## config.mk

```make
export PLATFORM = sky130hd
export DESIGN_NAME = vmm_wrap_cell
export DESIGN_NICKNAME = d
export VERILOG_FILES = /design/src/design/velocity_motion_model_predict_defines.svh /design/src/design/vmm_pkg.sv /design/src/design/vmm_wrap_cell.sv
export SDC_FILE = /design/constraint.sdc
export NUM_CORES = 1
export LEC_CHECK = 0
export BUFFER_PORTS_ARGS = -buffer_cell sky130_fd_sc_hd__buf_2
export CAP_MARGIN = 5
export CORE_MARGIN = 2
export CORE_UTILIZATION = 51
export CTS_CLUSTER_DIAMETER = 50
export DETAILED_ROUTE_END_ITERATION = 8
export PLACE_DENSITY_LB_ADDON = 0.12
export SETUP_SLACK_MARGIN = 0.2
export SLEW_MARGIN = 20
export SYNTH_ARGS = -nofsm -noshare
export SYNTH_HDL_FRONTEND = slang
export SYNTH_SLANG_ARGS = --single-unit
```

## constraint.sdc

```tcl
create_clock -name aclk -period 3.5 [get_ports aclk]
set_clock_uncertainty 0.05 [all_clocks]
set_input_delay 0.7 -clock aclk [delete_from_list [all_inputs] [get_ports aclk]]
set_output_delay 0.7 -clock aclk [all_outputs]
set_load 0.02 [all_outputs]
```

## src/design/velocity_motion_model_predict_defines.svh

```systemverilog
// Assertion macros for the velocity motion model predictor.
// Included by the top-level RTL file, which carries the concurrent checks; no other dependencies.
`ifndef VELOCITY_MOTION_MODEL_PREDICT_DEFINES_SVH
`define VELOCITY_MOTION_MODEL_PREDICT_DEFINES_SVH

`ifndef SYNTHESIS
// Check a property on the rising clock edge, disabled while reset is asserted.
`define VMM_ASSERT(lbl, clk, rst_n, prop, msg) \
    lbl: assert property (@(posedge clk) disable iff (!rst_n) prop) else $error(msg);
// Check a property on every rising clock edge, reset included.
`define VMM_ASSERT_ALWAYS(lbl, clk, prop, msg) \
    lbl: assert property (@(posedge clk) prop) else $error(msg);
`else
`define VMM_ASSERT(lbl, clk, rst_n, prop, msg)
`define VMM_ASSERT_ALWAYS(lbl, clk, prop, msg)
`endif

`endif

```

## src/design/vmm_pkg.sv

```systemverilog
// Shared types, fixed-point constants and the CORDIC angle table of the predictor.
// No dependencies; imported by every cell and by the top level.
`default_nettype none

package vmm_pkg;

    // CORDIC datapath widths (Q4.30 vectors, Q5.30 residual angle)
    localparam int XY_W = 34;
    localparam int Z_W  = 35;

    localparam logic signed [Z_W-1:0]  PI_Q30      = 35'sd3373259426;
    localparam logic signed [Z_W-1:0]  HALF_PI_Q30 = 35'sd1686629713;
    localparam logic signed [XY_W-1:0] GAIN_Q30    = 34'sd652032874;

    // Heading constants, Q4.28
    localparam logic signed [30:0] PI_Q28     = 31'sd843314857;
    localparam logic signed [31:0] TWO_PI_32  = 32'sd1686629714;

    // Heading range reduction: non-negative residue, one step of 2*pi*2^k per cell
    localparam int RED_CELLS = 18;
    localparam int RED_W     = 49;
    localparam logic [RED_W-1:0] TWO_PI_RED = 49'd1686629714;
    localparam logic [RED_W-1:0] PI_RED     = 49'd843314857;
    localparam logic signed [51:0] RED_OFFSET = 52'sd843314857 + (52'sd1686629714 <<< 16);

    // Radius divider: |v|*2^16 over |w|, one quotient bit per cell
    localparam int DIV_CELLS = 48;
    localparam int DIV_NUM_W = 48;
    localparam int DIV_DEN_W = 32;

    typedef struct packed {
        logic signed [XY_W-1:0] x;
        logic signed [XY_W-1:0] y;
        logic signed [Z_W-1:0]  z;
        logic                   flip;
    } cord_t;

    typedef struct packed {
        logic [DIV_DEN_W-1:0] rem;
        logic [DIV_NUM_W-1:0] num;
        logic [DIV_NUM_W-1:0] quo;
        logic [DIV_DEN_W-1:0] den;
        logic                 neg;
    } div_t;

    // atan(2^-i) in Q2.30, truncated
    function automatic logic signed [Z_W-1:0] atan_entry(input int i);
        logic signed [Z_W-1:0] r;
        case (i)
            0:       r = 35'sd843314856;
            1:       r = 35'sd497837829;
            2:       r = 35'sd263043836;
            3:       r = 35'sd133525158;
            4:       r = 35'sd67021686;
            5:       r = 35'sd33543515;
            6:       r = 35'sd16775850;
            7:       r = 35'sd8388437;
            8:       r = 35'sd4194282;
            9:       r = 35'sd2097149;
            10:      r = 35'sd1048575;
            default: r = (i <= 30) ? Z_W'((64'sd1 <<< (30 - i)) - 64'sd1) : '0;
        endcase
        return r;
    endfunction

endpackage

`default_nettype wire

```

## src/design/vmm_wrap_cell.sv

```systemverilog
// One step of the heading range reduction: drop 2*pi*2^K if it fits.
// Depends on vmm_pkg.
`default_nettype none

module vmm_wrap_cell #(
    parameter int K = 0
) (
    input  logic                     aclk,
    input  logic                     en,
    input  logic [vmm_pkg::RED_W-1:0] d,
    output logic [vmm_pkg::RED_W-1:0] q
);
    import vmm_pkg::*;

    localparam logic [RED_W-1:0] STEP = TWO_PI_RED << K;

    logic [RED_W-1:0] q_reg;

    always_ff @(posedge aclk) begin
        if (en) begin
            q_reg <= (d >= STEP) ? d - STEP : d;
        end
    end

    assign q = q_reg;

endmodule

`default_nettype wire

```

* Word level (Yosys, flattened, before mapping)
Index checks and enable logic that the tools add are counted.
W data, S select, Z words.
** Word-level totals
- Register bits :: 49
- Input bits :: 51
- Output and inout bits :: 49
- Word-level logic and storage cells :: 4
** Cells by class
- Add/sub/neg operators :: 1
- Magnitude comparators :: 1
- Multiplexer cells :: 1
** Operator list (number)
- $ge A49 B31 Y1 const B :: 1
- $mux W49 :: 1
- $sub A49 B31 Y49 const B :: 1

* Longest topological paths before layout
- Depth after elaboration :: 2
- Gate-level depth with buffers :: 11
- Mapped depth without buffers :: 9

* Worst setup path before layout
No wires, ideal clock.
- Path kind :: in2reg
- Start :: in d[22] in the netlist's numbering
- End :: reg q_reg[16], in the netlist q[16], data pin
- Library setup time :: 258 ps
- Arrival :: 2779 ps
- Data required time :: 3192 ps
- Path slack :: 413 ps
- Stages :: 9
- Path buffers :: 2
- Path through :: or4_4 or4_4 nor4_4 or3_4 or2_1 buf_4 buf_6 nand3_1 xnor2_1
** On the way
- Longest elaborated chain between the ends :: 2
** Ends and longest elaborated chain
- start, declared :: RTL line vmm_wrap_cell.sv:10 : input logic [vmm_pkg::RED_W-1:0] d,
- $ge A49 B31 Y1 :: RTL line vmm_wrap_cell.sv:21 : q_reg <= (d >= STEP) ? d - STEP : d;
- $mux W49 :: RTL line vmm_wrap_cell.sv:21
- end signal, assigned :: RTL line vmm_wrap_cell.sv:21
- end, declared :: RTL line vmm_wrap_cell.sv:17 : logic [RED_W-1:0] q_reg;
Every way passes these cells.
A chain may end at the register's enable or synchronous reset.

* Worst setup path after layout
- Start :: in d[44] in the netlist's numbering
- End :: reg q_reg[11], in the netlist q[11], data pin
The elaborated chain is that of the path after synthesis.

==> flow_summary.yaml <==
worst_setup_path:
  end_kind: "register"
  start_kind: "primary input"
  worst_ep_required_time_ns: 3.51
  crit_type: "in -> reg"
  critical_path_arrival_ns: 3.12
  cp-startpoint: "d[44]"
  path_max_fanout: 12
pwr:
  finalPower_mw: 1.43
  ir_drop_uv: 229
  p_leak_nw: 1.45
  pwr_density_cell_nw_per_um2: 392
timing:
  fmax_mhz: 321
  finalSetupTns_ns: 0
  finalHoldViolations: 0
  worst_pin_slew_ns: 0.711
  layout_min_cycle_time_ns: 3.12
  slew_headroom_pct: 52.6
  rsz0062_at_grt: "no"
  report.final.slew_viol_count: 0
  setup_viol: 0
  post-route-period-util_pct: 89.0
clock_tree:
  cts_tree: "yes"
  cts_setup_buffers: 0
  cts-root-buf: "clkbuf_8"
  cts_hold_buf: 0
  path_clk_slew_ns: 0.09
  htree_levels: 2
  cts_made_buffers: 5
  postCtsResizedCells: 0
  cts.sink_count: 49
  clockBufferDepth: 2
global_routing:
  grt.overflow.total: 0
  antenna_found_initial: 0
  grtUsageTotal_pct: 23.5
  grt_max_degree: 50
  grt_pass1_wl_mm: 11.6
  grt_pass1_vias: 2445
finish:
  syn_to_final_growth_pct: 23.9
  largest_register_ffs: 49
  fin_nets: 430
  fin_util_pct: 65.9
  mostFrequentLayoutCell: "buf_2"
  drive_gt1_share_pct: 33.8
  layout_common_cells: "buf_2, edfxtp_1, xnor2_1"
  antennaDiodeCount: 0
yosys:
  ys_seq_area_share_pct: 50.0
  synth_edf_count: 49
  syn_nets: 326
  synth_area_per_cell_um2: 10.7
  synthArstFlopShare_pct: 0
  ys_warn_count: 0
  synthDistinctLibCells: 50
  synth-main-ff-cell: "edfxtp_1"
  netlist_instances: 274
  ys_ff_latch: 49
  mappedNetlistArea_um2: 2950
placed_design:
  io_buffers: 99
  hpwl_mm: 5.39
  place_congestion: 0.844
drt:
  ant_nets: 0
  drt_iter0_drc: 162
  first_pass_iters: 4
  drc: 0
  wl_per_cell_um: 15.9
  routed_wl_mm: 7.16
  vias_per_cell: 5.55
  via_count: 2502
run_status:
  status: "finished clean"
floorplanning:
  core-area_um2: 5540
  rows: 27
  die_h_um: 80.0
  io_pins: 100
  die-width_um: 80.0
  die_area_um2: 6400
  start_util_pct: 53.2
min_path:
  worstHoldStart: "d[0]"
  worstHoldPathCells: 1
  hp-class: "in -> reg"
job:
  cap_violations: 0
[path summary, 6_finish.rpt]
| check | end | slack (ns) |
|---|---|---|
| setup / recovery | q[11] | 0.38 |
| hold / removal | q[0] | 0.54 |
[cells in the mapped netlist, drive strengths merged (2+ instances only)]
library cell | instances | share of area [%]
nor2 | 28 | 3.7
a31oi | 3 | 0.64
or4 | 5 | 1.5
and2 | 4 | 0.85
o211ai | 2 | 0.51
nor4 | 7 | 2.0
o31ai | 2 | 0.51
or3 | 2 | 0.59
or2 | 4 | 0.85
nor4b | 3 | 0.89
inv | 5 | 0.64
and3 | 4 | 0.85
xor2 | 13 | 3.9
nand2 | 26 | 3.3
nand4 | 6 | 1.5
nor3 | 7 | 1.5
o21ai | 15 | 2.5
nand2b | 3 | 0.64
buf | 4 | 1.4
nand3 | 13 | 2.7
o31a | 3 | 0.89
a21o | 2 | 0.51
clkbuf | 5 | 0.64
a21oi | 12 | 2.0
edfxtp | 49 | 50
xnor2 | 33 | 9.8
[power breakdown]
group	internal [mW]	total (mW)	leakage [nW]	switching, mW
logic	0.111	0.309	0.917	0.198
clock network	0.210	0.396	0.0518	0.185
registers	0.714	0.727	0.480	0.0134
total	1.04	1.43	1.45	0.396
[cell families (layout without fill, tap and decap cells)]
group / Yosys count / in the layout / synth area share (%)
and+or+nand+nor: 118 / 118 / 22.9
DFF: 49 / 49 / 50.0
AOI/OAI and AO/OA: 46 / 46 / 10.4
xor gates and xnor gates: 46 / 46 / 13.7
buffers and inverters: 14 / 119 / 2.68
adders and majority gates: 1 / 1 / 0.425
[stage by stage]
step	std cells	setup slack (ns)	cell area [um2]	hold WS [ns]
after detailed placement	443	0.0625	3540	0.847
after CTS	451	0.383	3650	0.533
after global placement	443	0.111	3540	0.853
after global routing	451	0.233	3650	0.530
after floorplan	274	0.413	2950	0.749
final	451	0.384	3650	0.538
[metal layers]
| layer | up-vias | part of all wire [%] | track usage [%] |
|---|---|---|---|
| met4 | 0 | 0.95 | 6.10 |
| met1 | 1194 | 45 | 32.0 |
| li1 | 1214 | - | - |
| met5 | - | 0 | 0 |
| met3 | 7 | 6.4 | 4.07 |
| met2 | 87 | 48 | 39.0 |
[critical path: stages]
cell	delay, ns
buf_2	0.12
or4_1	0.55
nor3_1	0.26
nand4_1	0.16
or3_4	0.44
nor2_2	0.56
nor2_1	0.14
xor2_1	0.17
[cell type report]
type / count / area, um2
sequential: 49 / 1470
tap: 72 / 90.1
clock inverter: 3 / 41.3
fill: 476 / 1890
clock buffer: 5 / 68.8
multi-input combinational: 211 / 1400
timing repair buffer: 106 / 563
inverter: 5 / 18.8
No activity file was read; power rests on OpenSTA's default activity.
