File: src/design/velocity_motion_model_predict_defines.svh
// Assertion macros for the velocity motion model predictor.
// Included by the top-level RTL file, which carries the concurrent checks; no other dependencies.
`ifndef VELOCITY_MOTION_MODEL_PREDICT_DEFINES_SVH
`define VELOCITY_MOTION_MODEL_PREDICT_DEFINES_SVH

`ifndef SYNTHESIS
// Check a property on the rising clock edge, disabled while reset is asserted.
`define VMM_ASSERT(lbl, clk, rst_n, prop, msg) \
    lbl: assert property (@(posedge clk) disable iff (!rst_n) prop) else $error(msg);
// Check a property on every rising clock edge, reset included.
`define VMM_ASSERT_ALWAYS(lbl, clk, prop, msg) \
    lbl: assert property (@(posedge clk) prop) else $error(msg);
`else
`define VMM_ASSERT(lbl, clk, rst_n, prop, msg)
`define VMM_ASSERT_ALWAYS(lbl, clk, prop, msg)
`endif

`endif

File: src/design/vmm_pkg.sv
// Shared types, fixed-point constants and the CORDIC angle table of the predictor.
// No dependencies; imported by every cell and by the top level.
`default_nettype none

package vmm_pkg;

    // CORDIC datapath widths (Q4.30 vectors, Q5.30 residual angle)
    localparam int XY_W = 34;
    localparam int Z_W  = 35;

    localparam logic signed [Z_W-1:0]  PI_Q30      = 35'sd3373259426;
    localparam logic signed [Z_W-1:0]  HALF_PI_Q30 = 35'sd1686629713;
    localparam logic signed [XY_W-1:0] GAIN_Q30    = 34'sd652032874;

    // Heading constants, Q4.28
    localparam logic signed [30:0] PI_Q28     = 31'sd843314857;
    localparam logic signed [31:0] TWO_PI_32  = 32'sd1686629714;

    // Heading range reduction: non-negative residue, one step of 2*pi*2^k per cell
    localparam int RED_CELLS = 18;
    localparam int RED_W     = 49;
    localparam logic [RED_W-1:0] TWO_PI_RED = 49'd1686629714;
    localparam logic [RED_W-1:0] PI_RED     = 49'd843314857;
    localparam logic signed [51:0] RED_OFFSET = 52'sd843314857 + (52'sd1686629714 <<< 16);

    // Radius divider: |v|*2^16 over |w|, one quotient bit per cell
    localparam int DIV_CELLS = 48;
    localparam int DIV_NUM_W = 48;
    localparam int DIV_DEN_W = 32;

    typedef struct packed {
        logic signed [XY_W-1:0] x;
        logic signed [XY_W-1:0] y;
        logic signed [Z_W-1:0]  z;
        logic                   flip;
    } cord_t;

    typedef struct packed {
        logic [DIV_DEN_W-1:0] rem;
        logic [DIV_NUM_W-1:0] num;
        logic [DIV_NUM_W-1:0] quo;
        logic [DIV_DEN_W-1:0] den;
        logic                 neg;
    } div_t;

    // atan(2^-i) in Q2.30, truncated
    function automatic logic signed [Z_W-1:0] atan_entry(input int i);
        logic signed [Z_W-1:0] r;
        case (i)
            0:       r = 35'sd843314856;
            1:       r = 35'sd497837829;
            2:       r = 35'sd263043836;
            3:       r = 35'sd133525158;
            4:       r = 35'sd67021686;
            5:       r = 35'sd33543515;
            6:       r = 35'sd16775850;
            7:       r = 35'sd8388437;
            8:       r = 35'sd4194282;
            9:       r = 35'sd2097149;
            10:      r = 35'sd1048575;
            default: r = (i <= 30) ? Z_W'((64'sd1 <<< (30 - i)) - 64'sd1) : '0;
        endcase
        return r;
    endfunction

endpackage

`default_nettype wire

File: src/design/vmm_div_cell.sv
// One restoring division step of the radius divider: one quotient bit per cell.
// Depends on vmm_pkg.
`default_nettype none

module vmm_div_cell (
    input  logic          aclk,
    input  logic          en,
    input  vmm_pkg::div_t d,
    output vmm_pkg::div_t q
);
    import vmm_pkg::*;

    div_t                 q_reg;
    div_t                 q_next;
    logic [DIV_DEN_W:0]   rem_sh;
    logic [DIV_DEN_W:0]   den_ext;
    logic                 fit;

    always_comb begin
        rem_sh  = {d.rem, d.num[DIV_NUM_W-1]};
        den_ext = {1'b0, d.den};
        fit     = (rem_sh >= den_ext);
        q_next      = d;
        q_next.num  = {d.num[DIV_NUM_W-2:0], 1'b0};
        q_next.quo  = {d.quo[DIV_NUM_W-2:0], fit};
        q_next.rem  = fit ? DIV_DEN_W'(rem_sh - den_ext) : rem_sh[DIV_DEN_W-1:0];
    end

    always_ff @(posedge aclk) begin
        if (en) begin
            q_reg <= q_next;
        end
    end

    assign q = q_reg;

endmodule

`default_nettype wire

File: config.mk
export PLATFORM = sky130hd
export DESIGN_NAME = vmm_div_cell
export DESIGN_NICKNAME = d
export VERILOG_FILES = /design/src/design/velocity_motion_model_predict_defines.svh /design/src/design/vmm_pkg.sv /design/src/design/vmm_div_cell.sv
export SDC_FILE = /design/constraint.sdc
export NUM_CORES = 1
export LEC_CHECK = 0
export BUFFER_PORTS_ARGS = -buffer_cell sky130_fd_sc_hd__buf_4
export CAP_MARGIN = 20
export CORE_AREA = 2 2 125 127
export CTS_BUF_LIST = sky130_fd_sc_hd__clkbuf_16
export DETAILED_ROUTE_END_ITERATION = 16
export DIE_AREA = 0 0 127 129
export MAX_ROUTING_LAYER = met4
export PLACE_DENSITY = 0.81
export SLEW_MARGIN = 20
export SYNTH_ARGS = -nofsm -noshare
export SYNTH_HDL_FRONTEND = slang
export SYNTH_SLANG_ARGS = --single-unit
File: constraint.sdc
create_clock -name aclk -period 6.5 [get_ports aclk]
set_clock_uncertainty 0.1 [all_clocks]
set_input_delay 0.65 -clock aclk [delete_from_list [all_inputs] [get_ports aclk]]
set_output_delay 0.65 -clock aclk [all_outputs]
set_load 0.02 [all_outputs]
# After elaboration in Yosys (flattened, before gate mapping)
# Index checks and enable logic that the tools add are counted.
# W data, S select, Z words.
# totals
ff_bits	160
inputBits	163
output_inout_bits	161
# classes
n_addsub	1
order_cmp	1
muxes	1
# op_table
op	n
$ge A33 B32 Y1	1
$mux W32	1
$sub A32 B32 Y32	1

# Depth between registers and ports, before layout
# logic_depth
word_depth	2
ltp_mapped	13
ltp_nobuf	11

# Worst setup path before layout
# Ideal clock, no wire load.
# synth_path
kind	in2reg
from	input d[24] (netlist name)
to	register q_reg, in the netlist q[133] (data pin)
setup_time_ps	260
arrival_ps	2758
required_ps	6140
path_slack_ps	3382
path_stages	11
cell_sequence	inv_1 > ha_1 > buf_6 > and3_1 > o21a_1 > a311oi_2 > o21ai_1 > or3b_1 > o21a_1 > buf_6 > mux2_4
# synth_rtl
item	line	source
from (decl)	vmm_div_cell.sv:8	input vmm_pkg::div_t d,
to (signal assigned)	vmm_div_cell.sv:31	q_reg <= q_next;
to (decl)	vmm_div_cell.sv:13	div_t q_reg;

==> results by group <==
Clock tree
  – Post-CTS Hold Buffers: 0
  – Post-CTS sizing: 0
  – Num CTS Buffers: 17
  – Clock tree buffer depth: 2
  – CTS root buf: clkbuf_16
  – H-Tree Depth: 4
  – Clock-pin slew of the registers on the worst-case setup and hold paths: 70 ps
  – Postcts setup bufs: 0
  – CTS tree: yes
  – CTS Sinks: 160

Die
  – Starting Density: 47.7%
  – Die height: 129 µm
  – # IOs: 324
  – Core area: 15000 µm²
  – Die footprint: 16400 µm²
  – Row cnt: 45
  – Die width: 127 µm

Global route
  – Pin count of the biggest net entering global routing: 82
  – M2 GR Usage: 41.4%
  – Met3 Track Usage GR: 10.6%
  – First-pass GRT wire length: 29200 µm
  – M1 GR Usage: 26.1%
  – Total global-route track usage: 24.8%
  – Vias in the first global route: 5268
  – Antenna violations before repair: 1
  – Total gr overflow: 0
  – Busiest grt layer: met2

Detailed routing
  – Antenna Violating Nets Remaining: 0
  – Initial DRC Count: 402
  – Total Wirelength: 20400 µm
  – Router iterations before antenna repair: 8
  – Routed len/inst: 19.5 µm
  – Vias: 5433
  – DRC: 0
  – Vias per inst: 5.19

Setup path
  – Critical Path End: q[136]
  – WP data arrival: 3690 ps
  – Crit path kind: in2reg
  – Crit. End Element: flip-flop
  – Critical Path Start Type: primary input
  – CP required: 6570 ps
  – CP Max Fanout: 36
  – Critical path origin: d[24]

STA
  – Sum Neg Setup Slack: 0 ps
  – Slew HR: 34.4%
  – Fin crit share: 55.6%
  – Final setup vio count: 0
  – Post-route minimum period: 3610 ps
  – RSZ-0062 raised after global routing: no
  – Final worst setup slack: 2890 ps
  – Max-slew violation count: 0
  – FMAX: 277 MHz
  – Worst-Margin Slew: 984 ps
  – Count of final hold-check violations: 0

Layout
  – Most frequent cells in the layout: buf_4, edfxtp_1, a21oi_1, inv_1, nor2_1
  – Fin nets: 1041
  – Area grow syn2layout: 43.2%
  – Max reg flops: 160
  – Commonest non-fill, non-tap cell in the layout: buf_4
  – Share of post-route cells with drive strength above 1: 42.8%

Synthesis
  – Syn avg cell area: 13.7 µm²
  – Mapped Nets: 717
  – Seq/Total Area, Yosys: 67.3%
  – Ys flop type: edfxtp_1
  – Syn. warnings: 0
  – Fraction of registers with async set or reset after synthesis: 0%
  – EDFF count, synth: 160
  – Yosys reg bits: 160
  – Netlist cell types: 50
  – Post-synthesis instance total: 521
  – Synthesized cell area: 7140 µm²

Run status
  – Outcome: completed

Place
  – GP Congestion: 0.834
  – Post-place setup slack: 2540 ps
  – Dpl hpwl: 15800 µm
  – Port Buf Inserts: 321

Power
  – Peak VDD IR: 191 µV
  – PD cells: 278 nW/µm²
  – Lkg Pwr: 4.51 nW

Flow run
  – Total of max-cap violations: 0

Hold path
  – Worst Hold Class: in2reg
  – Hold Crit Depth: 1
## kinds of logic (layout without fill, tap and decap cells)
group	Yosys count	in the layout	synth area share, %
and+or+nand+nor	107	107	7.32
muxes	10	10	1.96
AOI/OAI and AO/OA	120	120	10.2
buffers and inverters	64	401	4.08
other	1	2	0.0525
xor gates and xnor gates	26	26	3.19
DFF	160	160	67.3
adders and majority gates	33	33	5.89
## cell type report
cell class                 count  area (µm²)
multi-input combinational    297        2050
antenna                        1        2.50
timing repair buffer         323        2430
tap                          188         235
inverter                      46         173
clock buffer                  17         425
clock inverter                15         110
sequential                   160        4800
fill                        1100        4750
## through the flow
stage          hold WS (ps)  area (µm²)  util [%]  cells  power [mW]
2_1_floorplan           649        7140         -    521        1.65
3_3_place_gp            728        9690      64.7   1014        1.94
3_5_place_dp            730        9690      64.7   1014        1.95
4_1_cts                 287       10200      68.3   1046        2.86
5_1_grt                 277       10200      68.3   1047        2.95
6_report                303       10200      68.3   1047        2.84
## Yosys cell counts (2+ instances only)
master     number  share of area, %
o211ai_1        2              0.21
nor3_1          3              0.21
or3_1           2              0.18
xnor2_1        16               2.0
nand2b_1        7              0.61
nand3_1         8              0.56
a21oi_1        54               3.8
or2_2           2              0.18
a31o_2          2              0.25
buf_4           2              0.21
ha_1           32               5.6
nor4b_1         2              0.25
and3_1          2              0.18
nor2_1         37               1.9
xor2_1         10               1.2
and2_1          3              0.26
nand2_1        24               1.3
mux2i_1         2              0.28
buf_2           5              0.35
o21a_1          6              0.63
o31ai_1         7              0.74
o21bai_1        5              0.53
a211oi_1        3              0.32
mux2_4          8               1.7
nand4b_1        2              0.25
a31oi_1         2              0.18
nand4_1         8              0.70
inv_1          46               2.4
edfxtp_1      160                67
clkbuf_1        6              0.32
a21o_1          8              0.84
o21ai_0        17               1.2
o21ai_1         4              0.28
nor2b_1         2              0.18
a2111oi_0       3              0.37
buf_6           5              0.79
## power by group
group	switching, mW	internal (mW)	leakage (nW)	total [mW]
combinational	0.360	0.285	2.67	0.645
clock	0.417	0.494	0.276	0.911
sequential	0.0284	1.26	1.57	1.28
total	0.806	2.04	4.51	2.84
## layer usage
layer,vias to the layer above,share of wire [%]
met1,2564,36
li1,2579,-
met5,-,0
met3,42,9.4
met2,248,51
met4,0,3.6
## worst min-delay path by stage
stage | to | startpoint
global route | q[63] | d[62]
global placement | q[70] | d[69]
floorplan | q[0] | d[0]
detailed placement | q[46] | d[45]
CTS | q[46] | d[45]
finish | q[97] | d[96]
## critical path, cell delays in order
cell	delay [ps]
buf_4	80
inv_1	40
ha_1	430
and3_1	320
nand4_1	200
nor4b_1	470
a21o_1	220
o21a_2	460
buf_4	450
mux2_4	340
No activity file was read; power rests on OpenSTA's default activity.
